### config.mk
export PLATFORM = sky130hd
export DESIGN_NAME = ffha_ctrl
export DESIGN_NICKNAME = d
export VERILOG_FILES = /design/src/hdl/ffha_pkg.sv /design/src/hdl/ffha_ctrl.sv
export SDC_FILE = /design/constraint.sdc
export NUM_CORES = 1
export LEC_CHECK = 0
export ABC_AREA = 1
export BUFFER_PORTS_ARGS = -buffer_cell sky130_fd_sc_hd__buf_2
export CORE_MARGIN = 3
export CORE_UTILIZATION = 45
export CTS_CLUSTER_DIAMETER = 50
export DETAILED_ROUTE_END_ITERATION = 7
export PLACE_DENSITY = 0.74
export SLEW_MARGIN = 20
export SYNTH_ARGS = -nofsm -noshare
export SYNTH_HDL_FRONTEND = slang
export SYNTH_SLANG_ARGS = --single-unit
### constraint.sdc
create_clock -name clk -period 1.2 [get_ports clk]
set_input_delay 0 -clock clk [delete_from_list [all_inputs] [get_ports clk]]
set_output_delay 0 -clock clk [all_outputs]
set_load 0.05 [all_outputs]
### src/hdl/ffha_pkg.sv
package ffha_pkg;

  // Datapath operation codes issued by the controller
  localparam logic [3:0] OP_NONE      = 4'd0;
  localparam logic [3:0] OP_INIT      = 4'd1;
  localparam logic [3:0] OP_ACCEPT    = 4'd2;
  localparam logic [3:0] OP_READ_POS  = 4'd3;
  localparam logic [3:0] OP_ADV       = 4'd4;
  localparam logic [3:0] OP_SPLIT     = 4'd5;
  localparam logic [3:0] OP_MARK_USED = 4'd6;
  localparam logic [3:0] OP_MARK_FREE = 4'd7;
  localparam logic [3:0] OP_M_LATCH   = 4'd8;
  localparam logic [3:0] OP_M_READ_NX = 4'd9;
  localparam logic [3:0] OP_M_MERGE   = 4'd10;
  localparam logic [3:0] OP_M_ADV     = 4'd11;
  localparam logic [3:0] OP_RESULT    = 4'd12;

  // Result status codes
  localparam logic [2:0] ST_OK       = 3'd0;
  localparam logic [2:0] ST_ZERO     = 3'd1;
  localparam logic [2:0] ST_NOMEM    = 3'd2;
  localparam logic [2:0] ST_OUTSIDE  = 3'd3;
  localparam logic [2:0] ST_NOTSTART = 3'd4;
  localparam logic [2:0] ST_DOUBLE   = 3'd5;

  localparam logic CMD_ALLOC = 1'b0;
  localparam logic CMD_FREE  = 1'b1;

  typedef struct packed {
    logic [3:0] op;
    logic [2:0] code;
  } ffha_cmd_t;

  typedef struct packed {
    logic is_free_cmd;
    logic zero_size;
    logic outside;
    logic pos_end;
    logic pos_past;
    logic pos_hit;
    logic rd_free;
    logic fits;
    logic splits;
    logic cur_free;
    logic nx_end;
    logic out_free;
  } ffha_flags_t;

endpackage

### src/hdl/ffha_ctrl.sv
module ffha_ctrl
  import ffha_pkg::*;
(
  input  logic        clk,
  input  logic        rst,
  input  logic        req_valid,
  output logic        req_stall,
  input  ffha_flags_t flags,
  output ffha_cmd_t   cmd
);

  localparam logic [3:0] S_INIT   = 4'd0;
  localparam logic [3:0] S_IDLE   = 4'd1;
  localparam logic [3:0] S_DECODE = 4'd2;
  localparam logic [3:0] S_AREAD  = 4'd3;
  localparam logic [3:0] S_ACHK   = 4'd4;
  localparam logic [3:0] S_ASPLIT = 4'd5;
  localparam logic [3:0] S_AMARK  = 4'd6;
  localparam logic [3:0] S_FREAD  = 4'd7;
  localparam logic [3:0] S_FCHK   = 4'd8;
  localparam logic [3:0] S_MREAD  = 4'd9;
  localparam logic [3:0] S_MCUR   = 4'd10;
  localparam logic [3:0] S_MNX    = 4'd11;
  localparam logic [3:0] S_MNEXT  = 4'd12;
  localparam logic [3:0] S_DONE   = 4'd13;

  logic [3:0] state, state_next;
  logic [2:0] code, code_next;

  assign req_stall = (state != S_IDLE);

  // Hold state and pending status code
  always_ff @(posedge clk) begin
    if (rst) begin
      state <= S_INIT;
      code  <= ST_OK;
    end else begin
      state <= state_next;
      code  <= code_next;
    end
  end

  // Sequence the walk, split, mark and merge steps
  always_comb begin
    state_next = state;
    code_next  = code;
    cmd.op     = OP_NONE;
    cmd.code   = code;
    case (state)
      S_INIT: begin
        cmd.op     = OP_INIT;
        state_next = S_IDLE;
      end
      S_IDLE: begin
        if (req_valid) begin
          cmd.op     = OP_ACCEPT;
          state_next = S_DECODE;
        end
      end
      S_DECODE: begin
        if (!flags.is_free_cmd) begin
          if (flags.zero_size) begin
            code_next  = ST_ZERO;
            state_next = S_DONE;
          end else begin
            state_next = S_AREAD;
          end
        end else if (flags.outside) begin
          code_next  = ST_OUTSIDE;
          state_next = S_DONE;
        end else begin
          state_next = S_FREAD;
        end
      end
      S_AREAD: begin
        if (flags.pos_end) begin
          code_next  = ST_NOMEM;
          state_next = S_DONE;
        end else begin
          cmd.op     = OP_READ_POS;
          state_next = S_ACHK;
        end
      end
      S_ACHK: begin
        if (flags.rd_free && flags.fits) begin
          state_next = flags.splits ? S_ASPLIT : S_AMARK;
        end else begin
          cmd.op     = OP_ADV;
          state_next = S_AREAD;
        end
      end
      S_ASPLIT: begin
        cmd.op     = OP_SPLIT;
        state_next = S_AMARK;
      end
      S_AMARK: begin
        cmd.op     = OP_MARK_USED;
        code_next  = ST_OK;
        state_next = S_DONE;
      end
      S_FREAD: begin
        if (flags.pos_end || flags.pos_past) begin
          code_next  = ST_NOTSTART;
          state_next = S_DONE;
        end else begin
          cmd.op     = OP_READ_POS;
          state_next = S_FCHK;
        end
      end
      S_FCHK: begin
        if (flags.pos_hit) begin
          if (flags.rd_free) begin
            code_next  = ST_DOUBLE;
            state_next = S_DONE;
          end else begin
            cmd.op     = OP_MARK_FREE;
            state_next = S_MREAD;
          end
        end else begin
          cmd.op     = OP_ADV;
          state_next = S_FREAD;
        end
      end
      S_MREAD: begin
        if (flags.pos_end) begin
          code_next  = ST_OK;
          state_next = S_DONE;
        end else begin
          cmd.op     = OP_READ_POS;
          state_next = S_MCUR;
        end
      end
      S_MCUR: begin
        cmd.op     = OP_M_LATCH;
        state_next = S_MNX;
      end
      S_MNX: begin
        if (flags.cur_free && !flags.nx_end) begin
          cmd.op     = OP_M_READ_NX;
          state_next = S_MNEXT;
        end else begin
          cmd.op     = OP_M_ADV;
          state_next = S_MREAD;
        end
      end
      S_MNEXT: begin
        if (flags.rd_free) begin
          cmd.op     = OP_M_MERGE;
          state_next = S_MNX;
        end else begin
          cmd.op     = OP_M_ADV;
          state_next = S_MREAD;
        end
      end
      S_DONE: begin
        if (flags.out_free) begin
          cmd.op     = OP_RESULT;
          state_next = S_IDLE;
        end
      end
      default: begin
        state_next = S_INIT;
      end
    endcase
  end

endmodule

==> reports/qor.yml, run 1 <==
floorplan:
  die_y_microns: 47.66
  start_util_pct: 49.52
  die_w_microns: 47.66
  ioPinCount: 23
  rows: 14
sta:
  worstEndpointGrtRepair: "cmd[3]"
  worst-ep-kind: "top-level output"
clocking:
  clockBufferDepth: 2
  htreeDepth: 1
  numCtsBuffers: 3
  numClockSinks: 7
  root_buffer: "clkbuf_4"
synthesis:
  syn-cell-area_sq_um: 780.7
  yosysUniqueCellTypes: 18
  syn-num-nets: 177
  synth_cells: 162
  synthTopCellsByArea: "nand2_1 (27%), nor2_1 (19%), dfxtp_1 (18%)"
  ys_seq_area_share_pct: 17.95
  synth_top_area_cell: "nand2_1"
  ys_ff_latch: 7
  avgSynthCellArea_sq_um: 4.819
  synth_top_area_share_pct: 27.40
  ys_warn_count: 0
place:
  port_buffers: 22
  gp_congestion: 0.9186
  dp_hpwl_microns: 2293
  place_area_sq_um: 1166
run_status:
  tool.error: "[ERROR GRT-0232] Routing congestion too high. Check the congestion heatmap in the GUI."
  status: "stopped before the end"
  lastStage: "global routing (5_1_grt)"
global_routing:
  grt_usage_pct: 64.29
  gr-total-overflow: 10
  grt_max_degree: 7
==> stage by stage <==
step	instances	utilization (%)	setup slack, ns	TNS (ns)
2_1_floorplan	162	-	0.0008240	0
3_3_place_gp	223	73.97	-0.1596	-1.128
3_5_place_dp	223	73.97	-0.1945	-1.346
4_1_cts	235	90.16	-0.2668	-1.902
==> cells in the mapped netlist <==
cell and number:
nor2_2 1, or2_2 2, dfxtp_1 7, inv_1 20, nor3_1 1, a21oi_1 3
nand3_1 18, o211ai_1 1, o21a_1 1, o21ai_0 4, nand2_1 57, nor2_1 39
buf_2 1, inv_2 3, a211oi_1 1, o21ai_1 1, a31oi_1 1, nand4_1 1
==> cell families after synthesis <==
| kind of cell | Yosys count | share of synthesized area (%) |
|---|---|---|
| AOI/OAI and AO/OA | 12 | 8.815 |
| and+or+nand+nor | 119 | 61.54 |
| buffers and inverters | 24 | 11.70 |
| DFF | 7 | 17.95 |
==> layer usage <==
layer / global-route usage (%) / overflow
met2: 78.61 / 4
met1: 61.33 / 0
met3: 55.26 / 0
met4: 66.13 / 6
met5: 15.00 / 0
==> what timing repair did <==
| action | in CTS |
|---|---|
| setup endpoints to repair | 12 |
| resized for setup | 41 |
| hold endpoints to repair | 1 |
| gates cloned | 0 |
| pin swaps | 14 |
| setup buffers | 8 |
| hold buffers | 1 |
==> run 2, diff against run 1 <==
--- a/config.mk
+++ b/config.mk
@@ -7,11 +7,10 @@
 export LEC_CHECK = 0
 export ABC_AREA = 1
 export BUFFER_PORTS_ARGS = -buffer_cell sky130_fd_sc_hd__buf_2
-export CORE_MARGIN = 3
-export CORE_UTILIZATION = 45
-export CTS_CLUSTER_DIAMETER = 50
+export CORE_AREA = 3 3 64 66
 export DETAILED_ROUTE_END_ITERATION = 7
-export PLACE_DENSITY = 0.74
+export DIE_AREA = 0 0 67 69
+export PLACE_DENSITY_LB_ADDON = 0.15
 export SLEW_MARGIN = 20
 export SYNTH_ARGS = -nofsm -noshare
 export SYNTH_HDL_FRONTEND = slang
==> constraint.sdc (replaced) <==
create_clock -name clk -period 1.55 [get_ports clk]
set_input_delay 0 -clock clk [delete_from_list [all_inputs] [get_ports clk]]
set_output_delay 0 -clock clk [all_outputs]
set_load 0.05 [all_outputs]
==> run 2 against run 1 <==
The flow now finishes without violations; area after synthesis is the same; synthesized cell count did not move.
==> reports/qor.yml, run 2 <==
routing:
  postRouteAntennaNets: 0
  drt_iter0_drc: 35
  avgViaCountPerCell: 4.447
  drt-total-wl_microns: 2551
  drc_errors: 0
  dr.pass1.iters: 4
  wl_per_cell_microns: 10.45
  num_vias: 1085
synthesis:
  synthTopCellsByArea: "nand2_1 (27%), nor2_1 (19%), dfxtp_1 (18%)"
  synth_top_family_by_area: "simple AND/OR/NAND/NOR gates"
  synth_xor_area_share_pct: 0  # unchanged
  synth_ff_type: "dfxtp_1"
  synth-simple-area-share_pct: 61.54  # unchanged
  synth_top_area_share_pct: 27.40  # unchanged
  synth_cells: 162  # unchanged
  synthAdderAreaFrac_pct: 0  # unchanged
  synth_top_area_cell: "nand2_1"
  synth_common_cells: "nand2_1 (57), nor2_1 (39), inv_1 (20), nand3_1 (18), dfxtp_1 (7)"
  yosysUniqueCellTypes: 18  # unchanged
  ys_seq_area_share_pct: 17.95  # unchanged
  synth-async-reset-ratio_pct: 0  # unchanged
  ys_ff_latch: 7  # unchanged
  synth_compound_gate_area_share_pct: 8.814  # unchanged
  synth_edf_count: 0  # unchanged
  syn-cell-area_sq_um: 780.7  # unchanged
  syn-num-nets: 177  # unchanged
  muxShareOfSynthArea_pct: 0  # unchanged
  yosysMostFrequentCell: "nand2_1"
  ys_warn_count: 0  # unchanged
  avgSynthCellArea_sq_um: 4.819  # unchanged
sta:
  post-route-period-util_pct: 94.73
  skew_ns: 0.0003299
  tightest_slew_ns: 0.2590
  timing.hold.ws_ns: 0.1671
  hold_viol: 0
  slew_headroom_pct: 82.67
  rsz0062_at_grt: "true"
  setup_violations: 0
  slew_violations: 0
  fmax_mhz: 681.0
  period_minus_slack_ns: 1.468
  setup_ws_ns: 0.08162
clocking:
  clk_pin_slew_ns: 0.04
  cts_tree: "built"
  insertion_delay_ns: 0.22
  numClockSinks: 7  # unchanged
  clockBufferDepth: 2  # unchanged
  htreeDepth: 1  # unchanged
  root_buffer: "clkbuf_8"
  numCtsBuffers: 3  # unchanged
setup_path:
  worstPathArrival_ns: 1.47
  cp_top_family: "simple AND/OR/NAND/NOR gates"
  end_kind: "output port"
  cp_max_fo: 7
  worstSetupPathType: "flip-flop to output port"
  slowest_stage: "dfxtp_4"
  critPathLaunchType: "flip-flop"
  cp.buffers_inverters: 2
  critical_path_required_ns: 1.55
  critical_path.max_stage_delay_ns: 0.40
  cp_cell_sequence: "inv_4, nor2_4, nand2_1, nor2_2, nor2_4, o21a_1, nand2_1, buf_6"
global_routing:
  antenna_found_initial: 0
  grt_pass1_wl_microns: 4395
  grt_usage_pct: 11.80
  grt_max_degree: 9
  grt_pass1_vias: 1032
  gr-total-overflow: 0
floorplan:
  ioPinCount: 23  # unchanged
  die_y_microns: 69  # +45%
  start_util_pct: 21.49  # -28 points
  die_w_microns: 67  # +41%
  core-area_sq_um: 3633
  die_area_sq_um: 4623
  rows: 22  # +8
finish:
  fillers: 436
  regArea_sq_um: 152.6
  final_cell_mix: "nand2_1 (56), nor2_1 (30), inv_1 (19)"
  syn_to_final_growth_pct: 47.12
  diodes: 0
  fin_cells: 244
  drive_above_1_share_pct: 29.08
  multi_input_area_sq_um: 604.3
  final_util_pct: 31.61
  largest_register_ff_count: 4
  layout.nets: 212
  top_register: "state"
  layout_commonest_cell: "nand2_1"
  top_regs: "state: 4 flops, code: 3 flops"
place:
  pre_cts_ws_ns: 0.09755  # +0.2921 ns
  port_buffers: 22  # unchanged
  dp_hpwl_microns: 2123  # -7.4%
  dp_cells: 234  # +4.9%
  gp_congestion: 0.9194  # about the same
run:
  drv_cap: 0
pwr:
  power_density_nw_per_um2: 1733
  max-vdd-ir-drop_mv: 0.5187
  leakagePower_nw: 0.6530
  total_power_mw: 1.990
run_status:
  status: "finished, final reports clean"
min_path:
  hold_path.class: "input pin to flip-flop"
-- run 2: cell counts after synthesis --
Identical to the previous run, type by type.
-- run 2: worst register-to-register path, cell delays in order (launching register included) --
cell and delay (ns):
dfxtp_2 0.36, inv_2 0.12, nand2_1 0.12, nor2_1 0.22, nand2_1 0.10, o21ai_0 0.10
inv_1 0.07, nand2_1 0.07, nand2_1 0.05, nor2_1 0.08
-- run 2: final cells by class --
type | instances | share of cell area (%)
inverters | 23 | 7.734
repair buffers | 31 | 17.21
clock buffers | 4 | 3.922
flip-flops and latches | 7 | 13.29
well taps | 48 | 5.229
multi-input cells | 131 | 52.61
-- run 2: metrics by stage --
stage	instance area, sq um	TNS (ns)
final	1149	0
after global routing	1149	-0.06846
after CTS	1049	0
after detailed placement	968.4	0
after global placement	968.4	0
after floorplan	780.7	0
-- run 2: cells by family after synthesis --
group / count (synthesis)
AO/OA/AOI/OAI: 12
flip-flops: 7
buffers and inverters: 24
AND/OR/NAND/NOR: 119
-- run 2: repair_timing --
item,4_1_cts,5_1_grt
endpoints found under the setup margin,3,3
endpoints found under the hold margin,1,0
cloned,0,0
pin swaps,0,4
setup buffers,0,5
hold buffers,1,0
resized for setup,10,21
-- run 2: final timing paths --
check / startpoint / to / slack [ns] / depth (start not counted)
worst max-delay path: state[3]$_SDFFE_PP0P_ / cmd[3] / 0.08 / 8
worst min-delay path: req_valid / state[1]$_SDFFE_PP0P_ / 0.17 / 5
worst max register to register: state[1]$_SDFFE_PP0P_ / state[1]$_SDFFE_PP0P_ / 0.21 / 9
worst min register to register: code[0]$_SDFFE_PP0P_ / code[0]$_SDFFE_PP0P_ / 0.48 / 2
-- run 2: per-layer routing --
metal | up-vias | global-route usage (%) | wire, microns
met5 | - | 0 | 0
met4 | 0 | 2.703 | 27
met3 | 4 | 3.257 | 137
met2 | 27 | 19.21 | 1248
met1 | 480 | 15.20 | 1138
li1 | 574 | - | -
-- run 2: power breakdown --
group	leakage, nW	total (mW)	switching [mW]	internal, mW
clock	0.0228	0.252	0.0744	0.178
sequential	0.0599	0.344	0.0884	0.256
combinational	0.570	1.39	0.910	0.484
total	0.653	1.99	1.07	0.918
Power figures use the tool's default switching activity.
==> run 3, diff against run 2 <==
--- a/config.mk
+++ b/config.mk
@@ -8,9 +8,11 @@
 export ABC_AREA = 1
 export BUFFER_PORTS_ARGS = -buffer_cell sky130_fd_sc_hd__buf_2
 export CORE_AREA = 3 3 64 66
+export CTS_CLUSTER_DIAMETER = 100
 export DETAILED_ROUTE_END_ITERATION = 7
 export DIE_AREA = 0 0 67 69
 export PLACE_DENSITY_LB_ADDON = 0.15
+export SETUP_SLACK_MARGIN = 0.3
 export SLEW_MARGIN = 20
 export SYNTH_ARGS = -nofsm -noshare
 export SYNTH_HDL_FRONTEND = slang
==> run 3 against run 2 <==
Cell count increased by 1.2%; register-to-register slack got worse by 0.03 ns; via count increased by 2.8%; die area unchanged; setup slack improved by 0.0087 ns; clock skew increased by 0.0016 ns; hold slack improved by 0.031 ns; wire length increased by 8.4%; non-clock buffer count increased by 3; largest power group unchanged.
==> reports/qor.yml, run 3 (same netlist as run 2, synthesis figures left out) <==
floorplan:
  core-area_sq_um: 3633  # unchanged
  die_w_microns: 67  # unchanged
  rows: 22  # unchanged
  ioPinCount: 23  # unchanged
  start_util_pct: 21.49  # unchanged
  die_y_microns: 69  # unchanged
  die_area_sq_um: 4623  # unchanged
finish:
  layout_commonest_cell: "nand2_1"
  drive_above_1_share_pct: 38.69  # +9.6 points
  syn_to_final_growth_pct: 64.10
  top_regs: "state: 4 flops, code: 3 flops"
  diodes: 0  # unchanged
  fin_area_sq_um: 1281  # +12%
  largest_register_ff_count: 4  # unchanged
  layout.nets: 215  # +1.4%
  fillers: 409  # -6.2%
  top_register: "state"
  final_cell_mix: "nand2_1 (47), nor2_1 (26), inv_1 (18)"
pwr:
  p_sw_mw: 1.207  # +13%
  p_comb_share_pct: 72.8  # +2.8 points
  leakagePower_nw: 0.6972  # +6.8%
  p_clk_share_pct: 10.9  # -1.8 points
  netSwitchingFraction_pct: 52.98  # -0.91 points
  power.internal_mw: 1.072  # +17%
  seqPwrFrac_pct: 16.3  # -1.0 points
  power_density_nw_per_um2: 1779  # +2.7%
  max-vdd-ir-drop_mv: 0.7034  # +36%
clocking:
  clockBufferDepth: 2  # unchanged
  root_buffer: "clkbuf_8"
  cts_tree: "built"
  htreeDepth: 1  # unchanged
  numClockSinks: 7  # unchanged
  numCtsBuffers: 3  # unchanged
  clk_pin_slew_ns: 0.04  # about the same
  insertion_delay_ns: 0.22  # about the same
routing:
  drc_errors: 0  # unchanged
  postRouteAntennaNets: 0  # unchanged
  drt-total-wl_microns: 2765  # +8.4%
  avgViaCountPerCell: 4.514  # +1.5%
  wl_per_cell_microns: 11.19  # +7.1%
  drt_iter0_drc: 64  # +83%
  num_vias: 1115  # +2.8%
  dr.pass1.iters: 4  # unchanged
min_path:
  hold_end: "state[1]$_SDFFE_PP0P_"
  hold_path.class: "input pin to flip-flop"
  holdPathStages: 5  # unchanged
  worstHoldStart: "req_valid"
global_routing:
  grt_usage_pct: 12.32  # +0.51 points
  grt_pass1_vias: 987  # -4.4%
  antenna_found_initial: 0  # unchanged
  gr-total-overflow: 0  # unchanged
  grt_pass1_wl_microns: 4505  # +2.5%
  grt_max_degree: 9  # unchanged
setup_path:
  worstSetupPathType: "flip-flop to output port"
  rr_endpoint: "code[1]$_SDFFE_PP0P_"
  critical_path.max_stage_delay_ns: 0.39  # about the same
  critPathLaunchType: "flip-flop"
  cp_common_cell: "nor2_2"
  end_kind: "output port"
  r2r-start: "state[3]$_SDFFE_PP0P_"
  rr_worst_depth: 10  # +1
  cp_cell_sequence: "buf_6, nor2_4, nand2_2, nor2_2, nor2_2, o21a_1, nand3_4, buf_8"
  slowest_stage: "dfxtp_4"
  cp_max_fo: 4  # -3
  reg2reg_slack_ns: 0.18  # -0.03 ns
  worstPathArrival_ns: 1.46  # about the same
  critical_path_required_ns: 1.55  # about the same
sta:
  slew_violations: 0  # unchanged
  post-route-period-util_pct: 94.17  # -0.56 points
  setup_violations: 0  # unchanged
  tightest_slew_ns: 0.2690  # +0.01008 ns
  rsz0062_at_grt: "true"
  period_minus_slack_ns: 1.460  # -0.008747 ns
  fin_tns_setup_ns: 0  # unchanged
  hold_viol: 0  # unchanged
  skew_ns: 0.001968  # +0.001638 ns
  slew_headroom_pct: 82.00  # -0.67 points
  fmax_mhz: 685.1  # +0.60%
place:
  gp_congestion: 0.9124  # -0.76%
  place_area_sq_um: 1003  # +3.6%
  dp_hpwl_microns: 2189  # +3.1%
  port_buffers: 22  # unchanged
run:
  drv_cap: 0  # unchanged
run_status:
  status: "finished, final reports clean"
==> run 3: changes by cell type in the layout (fill, tap and decap cells not counted), moves of 3 or more <==
cell and change:
nor2_1 -4, nand2_1 -9, buf_6 +3, nand2_2 +7
==> run 3: metrics by stage <==
stage	power (mW)	worst slack (ns)	std cells	hold slack, ns	utilization (%)
floorplan	1.258	0.2942	162	0.07152	-
global placement	1.610	0.01206	235	0.1765	27.62
detailed placement	1.566	0.07503	235	0.1837	27.62
CTS	2.167	0.1045	244	0.2022	33.61
global route	2.445	0.03503	247	0.2292	35.26
finish	2.279	0.09037	247	0.1984	35.26
==> run 3: worst max path at each step <==
stage | cells past startpoint | startpoint | to | slack [ns]
after global placement | 7 | state[3]$_SDFFE_PP0P_ | code[2]$_SDFFE_PP0P_ | 0.01
final | 8 | state[1]$_SDFFE_PP0P_ | cmd[4] | 0.09
after CTS | 8 | state[0]$_SDFFE_PP0P_ | cmd[4] | 0.10
after global routing | 8 | state[1]$_SDFFE_PP0P_ | cmd[4] | 0.04
after detailed placement | 8 | state[3]$_SDFFE_PP0P_ | cmd[4] | 0.08
after floorplan | 6 | state[3]$_SDFFE_PP0P_ | cmd[5] | 0.29
==> run 3: power by group through the flow <==
stage	Combinational (mW)	Sequential, mW	Clock [mW]
after floorplan	0.913	0.345	0
final	1.66	0.371	0.249
after global placement	1.30	0.313	0
after CTS	1.56	0.350	0.261
after global routing	1.78	0.384	0.277
after detailed placement	1.26	0.311	0
==> run 3: critical path, delay by kind of cell, from the launching register on <==
family	cells	cell delay (ns)
simple gates	5	0.33
flops	1	0.39
compound gates	1	0.22
buf+inv	2	0.30
==> run 3: repair_timing <==
action | in CTS | in global routing
gates resized for setup | 44 | 14
pin swaps | 6 | 4
hold buffers | 1 | 0
hold endpoints to repair | 1 | 0
buffers inserted | 4 | 3
endpoints found under the setup margin | 12 | 12
==> run 3: routing by layer <==
metal | vias up | track usage (%) | part of all wire [%]
met5 | - | 0 | 0
met4 | 0 | 2.703 | 0.83
met3 | 4 | 2.117 | 6.5
met2 | 38 | 20.09 | 50
met1 | 495 | 16.65 | 43
li1 | 578 | - | -
==> run 3: area by class of cell <==
cell class	count	area, sq um	share of cell area [%]
multi-input cells	131	680.7	53.12
repair buffers	34	249.0	19.43
flip-flops and latches	7	155.1	12.11
inverters	23	91.34	7.129
well taps	48	60.06	4.687
clock buffers	4	45.04	3.516
